$ cat src/design/tts_pkg.sv
// Shared types and constants for the task table scheduler.
// Used by tts_slot_mem, tts_csr, tts_core and task_table_scheduler; no dependencies.
package tts_pkg;

   // Table geometry
   localparam int SLOTS = 16;
   localparam int IDX_W = (SLOTS > 1) ? $clog2(SLOTS) : 1;
   localparam int CNT_W = $clog2(SLOTS + 1);

   // Field widths
   localparam int ID_W       = 64;
   localparam int HANDLE_W   = 32;
   localparam int KIND_W     = 3;
   localparam int STATUS_W   = 2;
   localparam int TSTATE_W   = 2;
   localparam int OUTST_W    = 5;
   localparam int CFG_W      = 5;

   // Stream and register port widths
   localparam int REQ_DATA_W = 96;
   localparam int REQ_USER_W = 3;
   localparam int RSP_DATA_W = 112;
   localparam int RSP_USED_W = STATUS_W + ID_W + HANDLE_W + TSTATE_W + 1 + OUTST_W;
   localparam int CSR_ADDR_W = 3;
   localparam int CSR_DATA_W = 32;

   typedef enum logic [KIND_W-1:0] {
      KIND_SUBMIT   = 3'd0,
      KIND_CANCEL   = 3'd1,
      KIND_RELEASE  = 3'd2,
      KIND_DISPATCH = 3'd3,
      KIND_COMPLETE = 3'd4,
      KIND_QUERY    = 3'd5
   } kind_type;

   typedef enum logic [STATUS_W-1:0] {
      STATUS_OK    = 2'd0,
      STATUS_ARG   = 2'd1,
      STATUS_LIMIT = 2'd2,
      STATUS_EMPTY = 2'd3
   } status_type;

   typedef enum logic [TSTATE_W-1:0] {
      TASK_QUEUED    = 2'd0,
      TASK_RUNNING   = 2'd1,
      TASK_COMPLETED = 2'd2,
      TASK_CANCELED  = 2'd3
   } task_state_type;

   typedef enum logic [0:0] {
      CSR_RUN_CAPACITY = 1'b0,
      CSR_SLOT_LIMIT   = 1'b1
   } csr_index_type;

   // Configuration register values
   typedef struct packed {
      logic [CFG_W-1:0] run_capacity;
      logic [CFG_W-1:0] slot_limit;
   } cfg_type;

   // Slot memory access from the core
   typedef struct packed {
      logic                rd_en;
      logic [IDX_W-1:0]    rd_addr;
      logic                data_we;
      logic                state_we;
      logic [IDX_W-1:0]    wr_addr;
      logic [ID_W-1:0]     wr_id;
      logic [HANDLE_W-1:0] wr_handle;
      logic [TSTATE_W-1:0] wr_state;
   } mem_req_type;

endpackage

$ cat src/design/task_table_scheduler.sv
// Top level of the task table scheduler: streams, register port, core and slot memory.
// Depends on tts_pkg, tts_csr, tts_slot_mem and tts_core.
//
//   channel | direction | handshake             | contents
//   --------+-----------+-----------------------+-------------------------------------------
//   req_    | in        | req_tvalid/req_tready | tuser: kind; tdata: task_id, task_handle
//   rsp_    | out       | rsp_tvalid/rsp_tready | tdata: status_code .. outstanding
//   csr_    | in/out    | psel/penable/pready   | run_capacity @0x0, slot_limit @0x4
//
// One transaction at a time: the scan reads the first L = min(slot_limit, 16) slots,
// one slot a cycle from the slot memory's single read port (no scan when L is 0), then
// the finish step decides and writes back.
// The result sits in an output register; a stalled rsp_ holds the finish step only.
// Reset clears the slot valid bits and count at once; no clearing pass is needed.
module task_table_scheduler (
   input  logic                                clock,
   input  logic                                reset,
   // Request stream
   input  logic                                req_tvalid,
   output logic                                req_tready,
   input  logic [tts_pkg::REQ_DATA_W-1:0]      req_tdata,  // task_id[63:0], task_handle[95:64]
   input  logic [tts_pkg::REQ_USER_W-1:0]      req_tuser,  // kind[2:0]
   // Response stream
   output logic                                rsp_tvalid,
   input  logic                                rsp_tready,
   // status_code[1:0], result_id[65:2], result_handle[97:66], task_state[99:98],
   // was_canceled[100], outstanding[105:101], zero[111:106]
   output logic [tts_pkg::RSP_DATA_W-1:0]      rsp_tdata,
   // Register port
   input  logic                                csr_psel,
   input  logic                                csr_penable,
   input  logic                                csr_pwrite,
   input  logic [tts_pkg::CSR_ADDR_W-1:0]      csr_paddr,
   input  logic [tts_pkg::CSR_DATA_W-1:0]      csr_pwdata,
   output logic [tts_pkg::CSR_DATA_W-1:0]      csr_prdata,
   output logic                                csr_pready
);
   import tts_pkg::*;

   cfg_type              cfg;
   mem_req_type          mem_req;
   logic [ID_W-1:0]      rd_id;
   logic [HANDLE_W-1:0]  rd_handle;
   logic [TSTATE_W-1:0]  rd_state;
   logic [STATUS_W-1:0]  rsp_status;
   logic [ID_W-1:0]      rsp_id;
   logic [HANDLE_W-1:0]  rsp_handle;
   logic [TSTATE_W-1:0]  rsp_state;
   logic                 rsp_canceled;
   logic [OUTST_W-1:0]   rsp_outstanding;

   tts_csr u_csr (
      .clock       (clock),
      .reset       (reset),
      .csr_psel    (csr_psel),
      .csr_penable (csr_penable),
      .csr_pwrite  (csr_pwrite),
      .csr_paddr   (csr_paddr),
      .csr_pwdata  (csr_pwdata),
      .csr_prdata  (csr_prdata),
      .csr_pready  (csr_pready),
      .cfg         (cfg)
   );

   tts_slot_mem u_slot_mem (
      .clock     (clock),
      .mem_req   (mem_req),
      .rd_id     (rd_id),
      .rd_handle (rd_handle),
      .rd_state  (rd_state)
   );

   tts_core u_core (
      .clock           (clock),
      .reset           (reset),
      .cfg             (cfg),
      .req_valid       (req_tvalid),
      .req_ready       (req_tready),
      .req_kind        (req_tuser[KIND_W-1:0]),
      .req_id          (req_tdata[ID_W-1:0]),
      .req_handle      (req_tdata[ID_W+HANDLE_W-1:ID_W]),
      .mem_req         (mem_req),
      .rd_id           (rd_id),
      .rd_handle       (rd_handle),
      .rd_state        (rd_state),
      .rsp_valid       (rsp_tvalid),
      .rsp_ready       (rsp_tready),
      .rsp_status      (rsp_status),
      .rsp_id          (rsp_id),
      .rsp_handle      (rsp_handle),
      .rsp_state       (rsp_state),
      .rsp_canceled    (rsp_canceled),
      .rsp_outstanding (rsp_outstanding)
   );

   // Pack the response fields, lowest field first
   assign rsp_tdata = {(RSP_DATA_W - RSP_USED_W)'(0), rsp_outstanding, rsp_canceled,
                       rsp_state, rsp_handle, rsp_id, rsp_status};

`ifndef SYNTHESIS
   // One transaction at a time: no acceptance in the cycle after one
   a_one_at_a_time: assert property (@(posedge clock) disable iff (reset)
      (req_tvalid && req_tready) |=> !req_tready)
      else $error("request accepted while a transaction is in progress");

   // The occupied count never exceeds the table size
   a_outstanding_bound: assert property (@(posedge clock) disable iff (reset)
      rsp_tvalid |-> (32'(rsp_outstanding) <= SLOTS))
      else $error("outstanding count beyond table size");

   // Dispatch data only accompanies a successful result
   a_dispatch_data: assert property (@(posedge clock) disable iff (reset)
      (rsp_tvalid && (rsp_status != STATUS_OK)) |-> ((rsp_id == '0) && (rsp_handle == '0)))
      else $error("result id or handle set on a failed transaction");

   // A cancel flag implies success
   a_cancel_ok: assert property (@(posedge clock) disable iff (reset)
      (rsp_tvalid && rsp_canceled) |-> (rsp_status == STATUS_OK))
      else $error("was_canceled set on a failed transaction");
`endif

endmodule

$ cat src/design/tts_slot_mem.sv
// Slot storage: id/handle memory and task state memory, registered reads.
// Depends on tts_pkg.
module tts_slot_mem (
   input  logic                          clock,
   input  tts_pkg::mem_req_type          mem_req,
   output logic [tts_pkg::ID_W-1:0]      rd_id,
   output logic [tts_pkg::HANDLE_W-1:0]  rd_handle,
   output logic [tts_pkg::TSTATE_W-1:0]  rd_state
);
   import tts_pkg::*;

   logic [HANDLE_W+ID_W-1:0] data_mem [SLOTS];
   logic [TSTATE_W-1:0]      state_mem [SLOTS];
   logic [HANDLE_W+ID_W-1:0] data_rd_ff;
   logic [TSTATE_W-1:0]      state_rd_ff;

   // Write and read the id/handle memory
   always_ff @(posedge clock) begin
      if (mem_req.data_we) begin
         data_mem[mem_req.wr_addr] <= {mem_req.wr_handle, mem_req.wr_id};
      end
      if (mem_req.rd_en) begin
         data_rd_ff <= data_mem[mem_req.rd_addr];
      end
   end

   // Write and read the state memory
   always_ff @(posedge clock) begin
      if (mem_req.state_we) begin
         state_mem[mem_req.wr_addr] <= mem_req.wr_state;
      end
      if (mem_req.rd_en) begin
         state_rd_ff <= state_mem[mem_req.rd_addr];
      end
   end

   assign rd_id     = data_rd_ff[ID_W-1:0];
   assign rd_handle = data_rd_ff[HANDLE_W+ID_W-1:ID_W];
   assign rd_state  = state_rd_ff;

endmodule

$ cat src/design/tts_csr.sv
// Configuration registers run_capacity and slot_limit behind an APB-style port.
// Depends on tts_pkg.
module tts_csr (
   input  logic                             clock,
   input  logic                             reset,
   input  logic                             csr_psel,
   input  logic                             csr_penable,
   input  logic                             csr_pwrite,
   input  logic [tts_pkg::CSR_ADDR_W-1:0]   csr_paddr,
   input  logic [tts_pkg::CSR_DATA_W-1:0]   csr_pwdata,
   output logic [tts_pkg::CSR_DATA_W-1:0]   csr_prdata,
   output logic                             csr_pready,
   output tts_pkg::cfg_type                 cfg
);
   import tts_pkg::*;

   logic [CFG_W-1:0] run_capacity_ff;
   logic [CFG_W-1:0] slot_limit_ff;
   logic             wr_en;

   assign csr_pready = 1'b1;
   assign wr_en      = csr_psel & csr_penable & csr_pwrite;

   // Update the addressed register in the access phase
   always_ff @(posedge clock) begin
      if (reset) begin
         run_capacity_ff <= CFG_W'(1);
         slot_limit_ff   <= CFG_W'(16);
      end else if (wr_en) begin
         unique case (csr_paddr[2])
            CSR_RUN_CAPACITY: run_capacity_ff <= csr_pwdata[CFG_W-1:0];
            CSR_SLOT_LIMIT:   slot_limit_ff   <= csr_pwdata[CFG_W-1:0];
         endcase
      end
   end

   // Return the addressed register
   always_comb begin
      unique case (csr_paddr[2])
         CSR_RUN_CAPACITY: csr_prdata = CSR_DATA_W'(run_capacity_ff);
         CSR_SLOT_LIMIT:   csr_prdata = CSR_DATA_W'(slot_limit_ff);
      endcase
   end

   assign cfg.run_capacity = run_capacity_ff;
   assign cfg.slot_limit   = slot_limit_ff;

endmodule

$ cat src/design/tts_core.sv
// Scheduler sequencer: scans the slot memory, decides the operation, writes back, holds result.
// Depends on tts_pkg; drives tts_slot_mem through a mem_req_type struct.
module tts_core (
   input  logic                          clock,
   input  logic                          reset,
   input  tts_pkg::cfg_type              cfg,
   input  logic                          req_valid,
   output logic                          req_ready,
   input  logic [tts_pkg::KIND_W-1:0]    req_kind,
   input  logic [tts_pkg::ID_W-1:0]      req_id,
   input  logic [tts_pkg::HANDLE_W-1:0]  req_handle,
   output tts_pkg::mem_req_type          mem_req,
   input  logic [tts_pkg::ID_W-1:0]      rd_id,
   input  logic [tts_pkg::HANDLE_W-1:0]  rd_handle,
   input  logic [tts_pkg::TSTATE_W-1:0]  rd_state,
   output logic                          rsp_valid,
   input  logic                          rsp_ready,
   output logic [tts_pkg::STATUS_W-1:0]  rsp_status,
   output logic [tts_pkg::ID_W-1:0]      rsp_id,
   output logic [tts_pkg::HANDLE_W-1:0]  rsp_handle,
   output logic [tts_pkg::TSTATE_W-1:0]  rsp_state,
   output logic                          rsp_canceled,
   output logic [tts_pkg::OUTST_W-1:0]   rsp_outstanding
);
   import tts_pkg::*;

   typedef enum logic [2:0] {
      ST_IDLE   = 3'b001,
      ST_SCAN   = 3'b010,
      ST_FINISH = 3'b100
   } seq_state_type;

   seq_state_type        state_ff, state_in;

   // Transaction being worked on
   logic [KIND_W-1:0]    op_kind_ff;
   logic [ID_W-1:0]      op_id_ff;
   logic [HANDLE_W-1:0]  op_handle_ff;
   logic [CNT_W-1:0]     vis_ff;

   // Scan pipeline
   logic [CNT_W-1:0]     issue_idx_ff;
   logic                 issue_done_ff;
   logic                 rd_vld_ff;
   logic [IDX_W-1:0]     rd_idx_ff;

   // Scan results
   logic                 found_ff;
   logic [IDX_W-1:0]     match_idx_ff;
   logic [TSTATE_W-1:0]  match_state_ff;
   logic                 free_vld_ff;
   logic [IDX_W-1:0]     free_idx_ff;
   logic [CNT_W-1:0]     run_cnt_ff;
   logic                 best_vld_ff;
   logic [IDX_W-1:0]     best_idx_ff;
   logic [ID_W-1:0]      best_id_ff;
   logic [HANDLE_W-1:0]  best_handle_ff;

   // Table bookkeeping
   logic [SLOTS-1:0]     used_ff;
   logic [CNT_W-1:0]     occ_ff, occ_in;

   // Result register
   logic                 rsp_valid_ff;
   logic [STATUS_W-1:0]  rsp_status_ff;
   logic [ID_W-1:0]      rsp_id_ff;
   logic [HANDLE_W-1:0]  rsp_handle_ff;
   logic [TSTATE_W-1:0]  rsp_state_ff;
   logic                 rsp_canceled_ff;
   logic [OUTST_W-1:0]   rsp_outst_ff;

   logic [CNT_W-1:0]     vis;
   logic                 accept;
   logic                 issue;
   logic                 last_rd;
   logic                 rd_used;
   logic                 commit;

   // Decision of the finish step
   status_type           dec_status;
   logic [ID_W-1:0]      dec_id;
   logic [HANDLE_W-1:0]  dec_handle;
   logic [TSTATE_W-1:0]  dec_state;
   logic                 dec_canceled;
   logic                 dec_data_we;
   logic                 dec_state_we;
   logic [IDX_W-1:0]     dec_addr;
   logic [TSTATE_W-1:0]  dec_wr_state;
   logic                 dec_set_used;
   logic                 dec_clr_used;

   assign vis = (32'(cfg.slot_limit) < SLOTS) ? CNT_W'(cfg.slot_limit) : CNT_W'(SLOTS);

   assign req_ready = (state_ff == ST_IDLE);
   assign accept    = req_valid & req_ready;
   assign issue     = (state_ff == ST_SCAN) & ~issue_done_ff;
   assign last_rd   = rd_vld_ff & ((CNT_W'(rd_idx_ff) + CNT_W'(1)) == vis_ff);
   assign rd_used   = used_ff[rd_idx_ff];
   assign commit    = (state_ff == ST_FINISH) & (~rsp_valid_ff | rsp_ready);

   // Sequence: idle, scan slots below the limit, finish
   always_comb begin
      state_in = state_ff;
      unique case (state_ff)
         ST_IDLE: begin
            if (accept) begin
               state_in = (vis == '0) ? ST_FINISH : ST_SCAN;
            end
         end
         ST_SCAN: begin
            if (last_rd) begin
               state_in = ST_FINISH;
            end
         end
         ST_FINISH: begin
            if (commit) begin
               state_in = ST_IDLE;
            end
         end
         default: state_in = ST_IDLE;
      endcase
   end

   always_ff @(posedge clock) begin
      if (reset) begin
         state_ff      <= ST_IDLE;
         issue_done_ff <= 1'b0;
         rd_vld_ff     <= 1'b0;
      end else begin
         state_ff  <= state_in;
         rd_vld_ff <= issue;
         if (accept) begin
            issue_done_ff <= 1'b0;
         end else if (issue && ((issue_idx_ff + CNT_W'(1)) == vis_ff)) begin
            issue_done_ff <= 1'b1;
         end
      end
   end

   // Capture the transaction and advance the read address
   always_ff @(posedge clock) begin
      if (accept) begin
         op_kind_ff   <= req_kind;
         op_id_ff     <= req_id;
         op_handle_ff <= req_handle;
         vis_ff       <= vis;
         issue_idx_ff <= '0;
      end else if (issue) begin
         issue_idx_ff <= issue_idx_ff + CNT_W'(1);
      end
      if (issue) begin
         rd_idx_ff <= issue_idx_ff[IDX_W-1:0];
      end
   end

   // Fold each slot read into the scan results
   always_ff @(posedge clock) begin
      if (accept) begin
         found_ff    <= 1'b0;
         free_vld_ff <= 1'b0;
         best_vld_ff <= 1'b0;
         run_cnt_ff  <= '0;
      end else if (rd_vld_ff) begin
         if (rd_used && (rd_id == op_id_ff) && !found_ff) begin
            found_ff       <= 1'b1;
            match_idx_ff   <= rd_idx_ff;
            match_state_ff <= rd_state;
         end
         if (!rd_used && !free_vld_ff) begin
            free_vld_ff <= 1'b1;
            free_idx_ff <= rd_idx_ff;
         end
         if (rd_used && (rd_state == TASK_RUNNING)) begin
            run_cnt_ff <= run_cnt_ff + CNT_W'(1);
         end
         if (rd_used && (rd_state == TASK_QUEUED) && (!best_vld_ff || (rd_id < best_id_ff))) begin
            best_vld_ff    <= 1'b1;
            best_idx_ff    <= rd_idx_ff;
            best_id_ff     <= rd_id;
            best_handle_ff <= rd_handle;
         end
      end
   end

   // Decide the outcome from the scan results
   always_comb begin
      dec_status   = STATUS_ARG;
      dec_id       = '0;
      dec_handle   = '0;
      dec_state    = TASK_QUEUED;
      dec_canceled = 1'b0;
      dec_data_we  = 1'b0;
      dec_state_we = 1'b0;
      dec_addr     = match_idx_ff;
      dec_wr_state = TASK_QUEUED;
      dec_set_used = 1'b0;
      dec_clr_used = 1'b0;
      unique case (op_kind_ff)
         KIND_SUBMIT: begin
            dec_status = STATUS_LIMIT;
            if ((occ_ff < vis_ff) && !found_ff && free_vld_ff) begin
               dec_status   = STATUS_OK;
               dec_data_we  = 1'b1;
               dec_state_we = 1'b1;
               dec_addr     = free_idx_ff;
               dec_wr_state = TASK_QUEUED;
               dec_set_used = 1'b1;
            end
         end
         KIND_CANCEL: begin
            if (found_ff) begin
               dec_status = STATUS_OK;
               if (match_state_ff == TASK_QUEUED) begin
                  dec_state_we = 1'b1;
                  dec_wr_state = TASK_CANCELED;
                  dec_canceled = 1'b1;
               end
            end
         end
         KIND_RELEASE: begin
            if (found_ff && ((match_state_ff == TASK_COMPLETED) ||
                             (match_state_ff == TASK_CANCELED))) begin
               dec_status   = STATUS_OK;
               dec_clr_used = 1'b1;
            end
         end
         KIND_DISPATCH: begin
            dec_status = STATUS_EMPTY;
            if ((32'(run_cnt_ff) < 32'(cfg.run_capacity)) && best_vld_ff) begin
               dec_status   = STATUS_OK;
               dec_state_we = 1'b1;
               dec_addr     = best_idx_ff;
               dec_wr_state = TASK_RUNNING;
               dec_id       = best_id_ff;
               dec_handle   = best_handle_ff;
            end
         end
         KIND_COMPLETE: begin
            if (found_ff && (match_state_ff == TASK_RUNNING)) begin
               dec_status   = STATUS_OK;
               dec_state_we = 1'b1;
               dec_wr_state = TASK_COMPLETED;
            end
         end
         KIND_QUERY: begin
            if (found_ff) begin
               dec_status = STATUS_OK;
               dec_state  = match_state_ff;
            end
         end
         default: begin
            dec_status = STATUS_ARG;
         end
      endcase
   end

   // Drive the slot memory: scan reads, finish write-back
   always_comb begin
      mem_req.rd_en     = issue;
      mem_req.rd_addr   = issue_idx_ff[IDX_W-1:0];
      mem_req.data_we   = commit & dec_data_we;
      mem_req.state_we  = commit & dec_state_we;
      mem_req.wr_addr   = dec_addr;
      mem_req.wr_id     = op_id_ff;
      mem_req.wr_handle = op_handle_ff;
      mem_req.wr_state  = dec_wr_state;
   end

   // Occupied count after the operation
   always_comb begin
      occ_in = occ_ff;
      if (commit && dec_set_used) begin
         occ_in = occ_ff + CNT_W'(1);
      end else if (commit && dec_clr_used) begin
         occ_in = occ_ff - CNT_W'(1);
      end
   end

   always_ff @(posedge clock) begin
      if (reset) begin
         used_ff <= '0;
         occ_ff  <= '0;
      end else begin
         occ_ff <= occ_in;
         if (commit && dec_set_used) begin
            used_ff[dec_addr] <= 1'b1;
         end else if (commit && dec_clr_used) begin
            used_ff[dec_addr] <= 1'b0;
         end
      end
   end

   // Hold the result until the downstream side takes it
   always_ff @(posedge clock) begin
      if (reset) begin
         rsp_valid_ff <= 1'b0;
      end else if (commit) begin
         rsp_valid_ff <= 1'b1;
      end else if (rsp_ready) begin
         rsp_valid_ff <= 1'b0;
      end
   end

   always_ff @(posedge clock) begin
      if (commit) begin
         rsp_status_ff   <= dec_status;
         rsp_id_ff       <= dec_id;
         rsp_handle_ff   <= dec_handle;
         rsp_state_ff    <= dec_state;
         rsp_canceled_ff <= dec_canceled;
         rsp_outst_ff    <= OUTST_W'(occ_in);
      end
   end

   assign rsp_valid       = rsp_valid_ff;
   assign rsp_status      = rsp_status_ff;
   assign rsp_id          = rsp_id_ff;
   assign rsp_handle      = rsp_handle_ff;
   assign rsp_state       = rsp_state_ff;
   assign rsp_canceled    = rsp_canceled_ff;
   assign rsp_outstanding = rsp_outst_ff;

endmodule

$ cat config.mk
export PLATFORM = sky130hd
export DESIGN_NAME = task_table_scheduler
export DESIGN_NICKNAME = d
export VERILOG_FILES = /design/src/design/tts_pkg.sv /design/src/design/task_table_scheduler.sv /design/src/design/tts_slot_mem.sv /design/src/design/tts_csr.sv /design/src/design/tts_core.sv
export SDC_FILE = /design/constraint.sdc
export NUM_CORES = 2
export LEC_CHECK = 0
export BUFFER_PORTS_ARGS = -buffer_cell sky130_fd_sc_hd__buf_2
export CELL_PAD_IN_SITES_DETAIL_PLACEMENT = 0
export CELL_PAD_IN_SITES_GLOBAL_PLACEMENT = 1
export CORE_MARGIN = 2
export CORE_UTILIZATION = 40
export CTS_CLUSTER_SIZE = 10
export DETAILED_ROUTE_END_ITERATION = 6
export PLACE_DENSITY_LB_ADDON = 0.12
export SLEW_MARGIN = 10
export SYNTH_ARGS = -nofsm -noshare
export SYNTH_HDL_FRONTEND = slang
export SYNTH_SLANG_ARGS = --single-unit
$ cat constraint.sdc
create_clock -name clock -period 12.4 [get_ports clock]
set_clock_uncertainty 0.15 [all_clocks]
set_input_delay 1.86 -clock clock [delete_from_list [all_inputs] [get_ports clock]]
set_output_delay 1.86 -clock clock [all_outputs]
set_load 0.03 [all_outputs]
; ---- Yosys cells after proc, flatten, opt, wreduce, memory -nomap -nowiden
; Memory sizes are Yosys's and may differ from the RTL's. A register that Yosys moved wholly into a read port is not among the register bits.
; Index checks and enable logic that the tools add are counted.
[totals]
register_bits = 374
ram_bits = 1568
input_bits = 141
out_inout_bits = 147
wordCells = 163
mem_count = 2
[mem_list]
columns = memory, depth, word_bits, read_ports, rd_clocked_by_memory_dff, write_ports, line_no
row1 = u_slot_mem.data_mem, 16, 96, 1, 1, 1, tts_slot_mem.sv:12  ; logic [HANDLE_W+ID_W-1:0] data_mem [SLOTS];
row2 = u_slot_mem.state_mem, 16, 2, 1, 1, 1, tts_slot_mem.sv:13  ; logic [TSTATE_W-1:0] state_mem [SLOTS];
[op_classes]
n_addsub = 5
order_cmp = 7
n_eq_ne = 18
n_mux = 44
bitwise_logic = 16
n_reduce_logical = 41
[ops]
columns = op, count
row1 = $eq 64x64->1, 1
row2 = $lt 64x64->1, 1
row3 = $pmux 32 s2, 1
row4 = $mux 16, 2
row5 = $mux 1, 20
row6 = $and 16x16->16, 1
row7 = $not 16->16, 1
row8 = $or 16x16->16, 1
row9 = $reduce_and 2->1, 8
row10 = $add 5x1->5 const B, 3
row11 = $logic_and 1x1->1, 15
row12 = $mux 5, 3
row13 = $mux 3, 4
row14 = $reduce_and 3->1, 4
row15 = $eq 5x5->1, 2
row16 = $lt 4x5->1 const B, 2
row17 = $lt 5x5->1, 2
row18 = $mux 2, 5
row19 = $pmux 2 s5, 1
row20 = $eq 3x2->1 const B, 3
row21 = $eq 3x3->1 const B, 3
row22 = $pmux 3 s3, 1
row23 = $and 1x1->1, 8
row24 = $mux 4, 2
row25 = 23 further kinds, 37

; ---- Depth between registers and ports, before layout
[depth]
ltp_word = 13
ltp_mapped = 11
depth_no_buf = 9

; ---- Modules after synthesis
; A second synthesis with hierarchy kept.
[hier_totals]
cells_unflattened = 3706
area_unflattened_um2 = 77999.8
[modules_own_cells]
columns = module, n_inst, cells_each, area_per_inst_um2, seq_area_each_um2
row1 = tts_slot_mem, 1, 2535, 61600.3, 50028.0
row2 = tts_core, 1, 1084, 15615.0, 10530.1
row3 = tts_csr, 1, 79, 728.2, 200.2
row4 = task_table_scheduler, 1, 8, 56.3, 0.0

; ---- Worst setup path before layout
; Ideal clock, no wire load.
[synth_path]
path_kind = in2reg
from = in rsp_tready
to = mem u_slot_mem.data_mem[12][0] (netlist bit) (enable)
setup_time_ps = 552
t_arrival_ps = 9272
required_ps = 11698
setup_slack_ps = 2426
cell_stages = 7
n_path_buf = 1
cell_sequence = nand2b_1 -> nand2b_1 -> inv_1 -> nand2_1 -> clkbuf_1 -> or2_2 -> nor2_1
[synth_via]
elab_chain_cells = 5
[synth_rtl]
columns = item, line_no
row1 = start: declaration, task_table_scheduler.sv:25  ; input logic rsp_tready,
row2 = $or 1x1->1, tts_core.sv:99  ; assign commit = (state_ff == ST_FINISH) & (~rsp_valid_ff | rsp_ready);
row3 = $and 1x1->1, tts_core.sv:99
row4 = via u_core.commit, tts_core.sv:77  ; logic commit;
row5 = $and 1x1->1, tts_core.sv:261  ; mem_req.data_we = commit & dec_data_we;
row6 = $mux 1, tts_slot_mem.sv:19  ; if (mem_req.data_we) begin
row7 = $mux 1 (implied by the code), tts_slot_mem.sv:20  ; data_mem[mem_req.wr_addr] <= {mem_req.wr_handle, mem_req.wr_id};
row8 = end: declaration, tts_slot_mem.sv:12
; The timed path passes the listed nets, and every way through them passes these cells.

; ---- Final worst setup path
[layout_path]
from = in rsp_tready
to = mem u_slot_mem.data_mem[14][66] (netlist bit) (enable)
; The elaborated chain is that of the path after synthesis.

==> run_results.csv <==
group,metric,value,unit
synthesis,ys_top_cells_by_count,"edfxtp_1, mux4_2, inv_1",
synthesis,synth_cell_type_count,73,
synthesis,synth.most_common_cell,"edfxtp_1",
setup_path,cp_cell_sequence,"buf_2, nand2b_1, nand2b_1, inv_6, nand2_1, or2_2, nor2_4, buf_4, buf_4",
synthesis,syn_avg_cell_area,22.3,µm²
place,preCtsSetupSlack,5.65,ns
floorplanning,row_count,162,
synthesis,ys.flop_type,"edfxtp_1",
sta,final.min_clock_period,5.73,ns
floorplanning,dieArea,198000,µm²
synthesis,netlist.area_leader.share,76.7,%
sta,fmax,0.175,GHz
setup_path,r2r_setup_slack,6.82,ns
clock_network,cts_tree,"built",
power,power.total,14200,µW
layout,area_delta_synth_final,13.5,%
detailed_routing,drtPass1Iterations,5,
layout,nFillCells,16237,
clock_network,cts_buffers,229,
power,p_per_area,160,nW/µm²
detailed_routing,routed_wl,196000,µm
setup_path,r2r_end,"u_slot_mem.data_mem[14][66]",
global_route,antenna_found_initial,8,
clock_network,postCtsSetupBuffers,0,
detailed_routing,routed_via_density,5.50,
setup_path,worstPathArrival,6.04,ns
synthesis,yosysSeqAreaShare,77.9,%
synthesis,yosysWarnings,0,
layout,nets,4077,
setup_path,r2r-start,"u_core.state_ff[2]",
setup_path,crit_required,12.71,ns
place,gp_congestion,0.745,
global_route,grt_pass1_vias,37203,
global_route,grt_usage,19.8,%
layout,drive_gt1_share,27.2,%
place,port_buffers,224,
setup_path,endpoint,"u_slot_mem.data_mem[14][66]",
place,hpwl,104000,µm
clock_network,cts_buffer_depth,3,
detailed_routing,final_antenna_net_count,0,
synthesis,ys_ff_latch,2040,
clock_network,cts-resized-gates,0,
synthesis,synthCells,3491,
power,peakVddDrop,125,µV
sta,grt_setup_unrepaired,"no",
detailed_routing,drc_errors,0,
detailed_routing,vias,35661,
sta,fin_setup_tns,0,ns
synthesis,async_reset_ff_share,0,%
sta,worstMarginPinSlew,1.15,ns
global_route,grt_pass1_wl,278000,µm
sta,hold_ws,0.264,ns
clock_network,cts_sinks,2040,
floorplanning,fp.dieW,445,µm
sta,fin_ws,6.67,ns
worst_hold_path,hold_class,"register to register",
sta,setup_viol,0,
clock_network,cts_hold_buf,0,
floorplanning,io_pins,288,
setup_path,cp_slowest_cell,"buf_4",
clock_network,clkLatencyLatePin,0.86,ns
layout,post-route-util,45.5,%
synthesis,synth_area,78000,µm²
setup_path,crit_path_start_kind,"primary input",
synthesis,yosysTopAreaCell,"edfxtp_1",
setup_path,crit_start,"rsp_tready",
detailed_routing,drt-initial-drc-count,3154,
clock_network,cts_root_buf,"clkbuf_16",
floorplanning,start_util,40.1,%
setup_path,cp_max_fo,63,
clock_network,htreeDepth,4,
synthesis,synth_edf_count,1990,
synthesis,synth.area.top_cells,"edfxtp_1, mux4_2, dfxtp_1, ha_1, and2_1",
setup_path,rr_worst_depth,8,
sta,timing.final.crit_share,46.2,%
detailed_routing,wire_per_inst,30.1,µm
global_route,grt-ovfl-total,0,
sta,finalHoldViolCount,0,
floorplanning,coreArea,194000,µm²
setup_path,crit_path_end_kind,"register",
run,cap_viol_max_count,0,
clock_network,path_clk_slew,0.06,ns
setup_path,cpPeakStageDelay,0.94,ns
global_route,grt_max_degree,141,
status,status,"completed",
setup_path,path_class,"primary input to register",
sta,slew_viol_final,0,
sta,slew_headroom,23.5,%
power,power_leakage,0.0280,µW
floorplanning,die_h,445,µm
[registers in the layout, summed over array words and instances (netlist names), 32 cells and up, named ones only]
register and flops:
u_slot_mem.state_mem 32, u_core.rsp_id 64, u_slot_mem.data_rd_ff 96, u_core.best_handle_ff 32, u_core.op_handle_ff 32, u_core.rsp_handle 32, u_core.best_id_ff 64, u_slot_mem.data_mem 1536
u_core.op_id_ff 64
[kinds of logic (layout without fill, tap and decap cells)]
group           Yosys count  in the layout  share of synthesized area, %
xor+xnor                 66             66                         0.742
simple gates            333            333                          2.41
flops                  2040           2040                          77.9
other cells               2             35                       0.00963
fa+ha+maj                76             76                          1.22
buf+inv                 285            708                          1.56
mux                     505            505                          14.4
compound gates          184            184                          1.69
[worst max-delay path, delay by kind of cell]
| family | cells | cell delay [ns] |
|---|---|---|
| buffers and inverters | 4 | 2.44 |
| and+or+nand+nor | 5 | 1.62 |
[cell usage in the layout (no fill, tap or decap), drive strengths merged, types with 9 or more instances in the layout]
master,count
edfxtp,1990
mux4,495
clkbuf,288
buf,278
inv,122
and2,97
ha,76
nor2,59
a21oi,50
dfxtp,50
xnor2,46
nand2,35
conb,34
nand4,34
nor2b,31
o21ai,28
a21o,26
xor2,20
nand2b,18
o31ai,18
clkinv,18
or3,12
nor4,10
nor3,10
mux2i,9
[worst min-delay path by stage]
stage                                         start                         to  slack, ns  cells past startpoint
after floorplan           u_slot_mem.data_rd_ff[64]   u_core.best_handle_ff[0]       0.25                      0
after global placement    u_slot_mem.data_rd_ff[95]  u_core.best_handle_ff[31]       0.25                      0
after detailed placement  u_slot_mem.data_rd_ff[70]   u_core.best_handle_ff[6]       0.25                      0
after CTS                 u_slot_mem.data_rd_ff[70]   u_core.best_handle_ff[6]       0.26                      0
after global routing      u_slot_mem.data_rd_ff[84]  u_core.best_handle_ff[20]       0.27                      0
final                     u_slot_mem.data_rd_ff[95]  u_core.best_handle_ff[31]       0.26                      0
[metal layers]
layer	global-route usage [%]	part of all wire, %	vias up
met2	32.8	50	852
li1	-	-	15102
met4	5.08	2.0	0
met3	2.75	4.2	233
met5	0	0	-
met1	27.6	44	19474
[layout make-up]
type                       instances  area, µm²  share of cell area (%)
timing repair buffer             278       1590                    1.80
multi-input combinational       1198      16100                    18.2
clock buffer                     288       6000                    6.78
clock inverter                    29        317                   0.358
inverter                         113        502                   0.567
antenna                            1       2.50                 0.00283
tap                             2542       3180                    3.59
sequential                      2040      60800                    68.7
[where the power goes]
| group | internal [µW] | leakage, µW | switching [µW] | total [µW] |
|---|---|---|---|---|
| combinational | 198 | 0.00642 | 236 | 435 |
| sequential | 7660 | 0.0185 | 139 | 7800 |
| clock | 3370 | 0.00307 | 2600 | 5970 |
[metrics by stage]
step                      area (µm²)  cells
final                          88500   6489
after global routing           88500   6488
after CTS                      88500   6488
after detailed placement       82200   6171
after global placement         82200   6171
after floorplan                78100   3523
No activity file was read; power rests on OpenSTA's default activity.
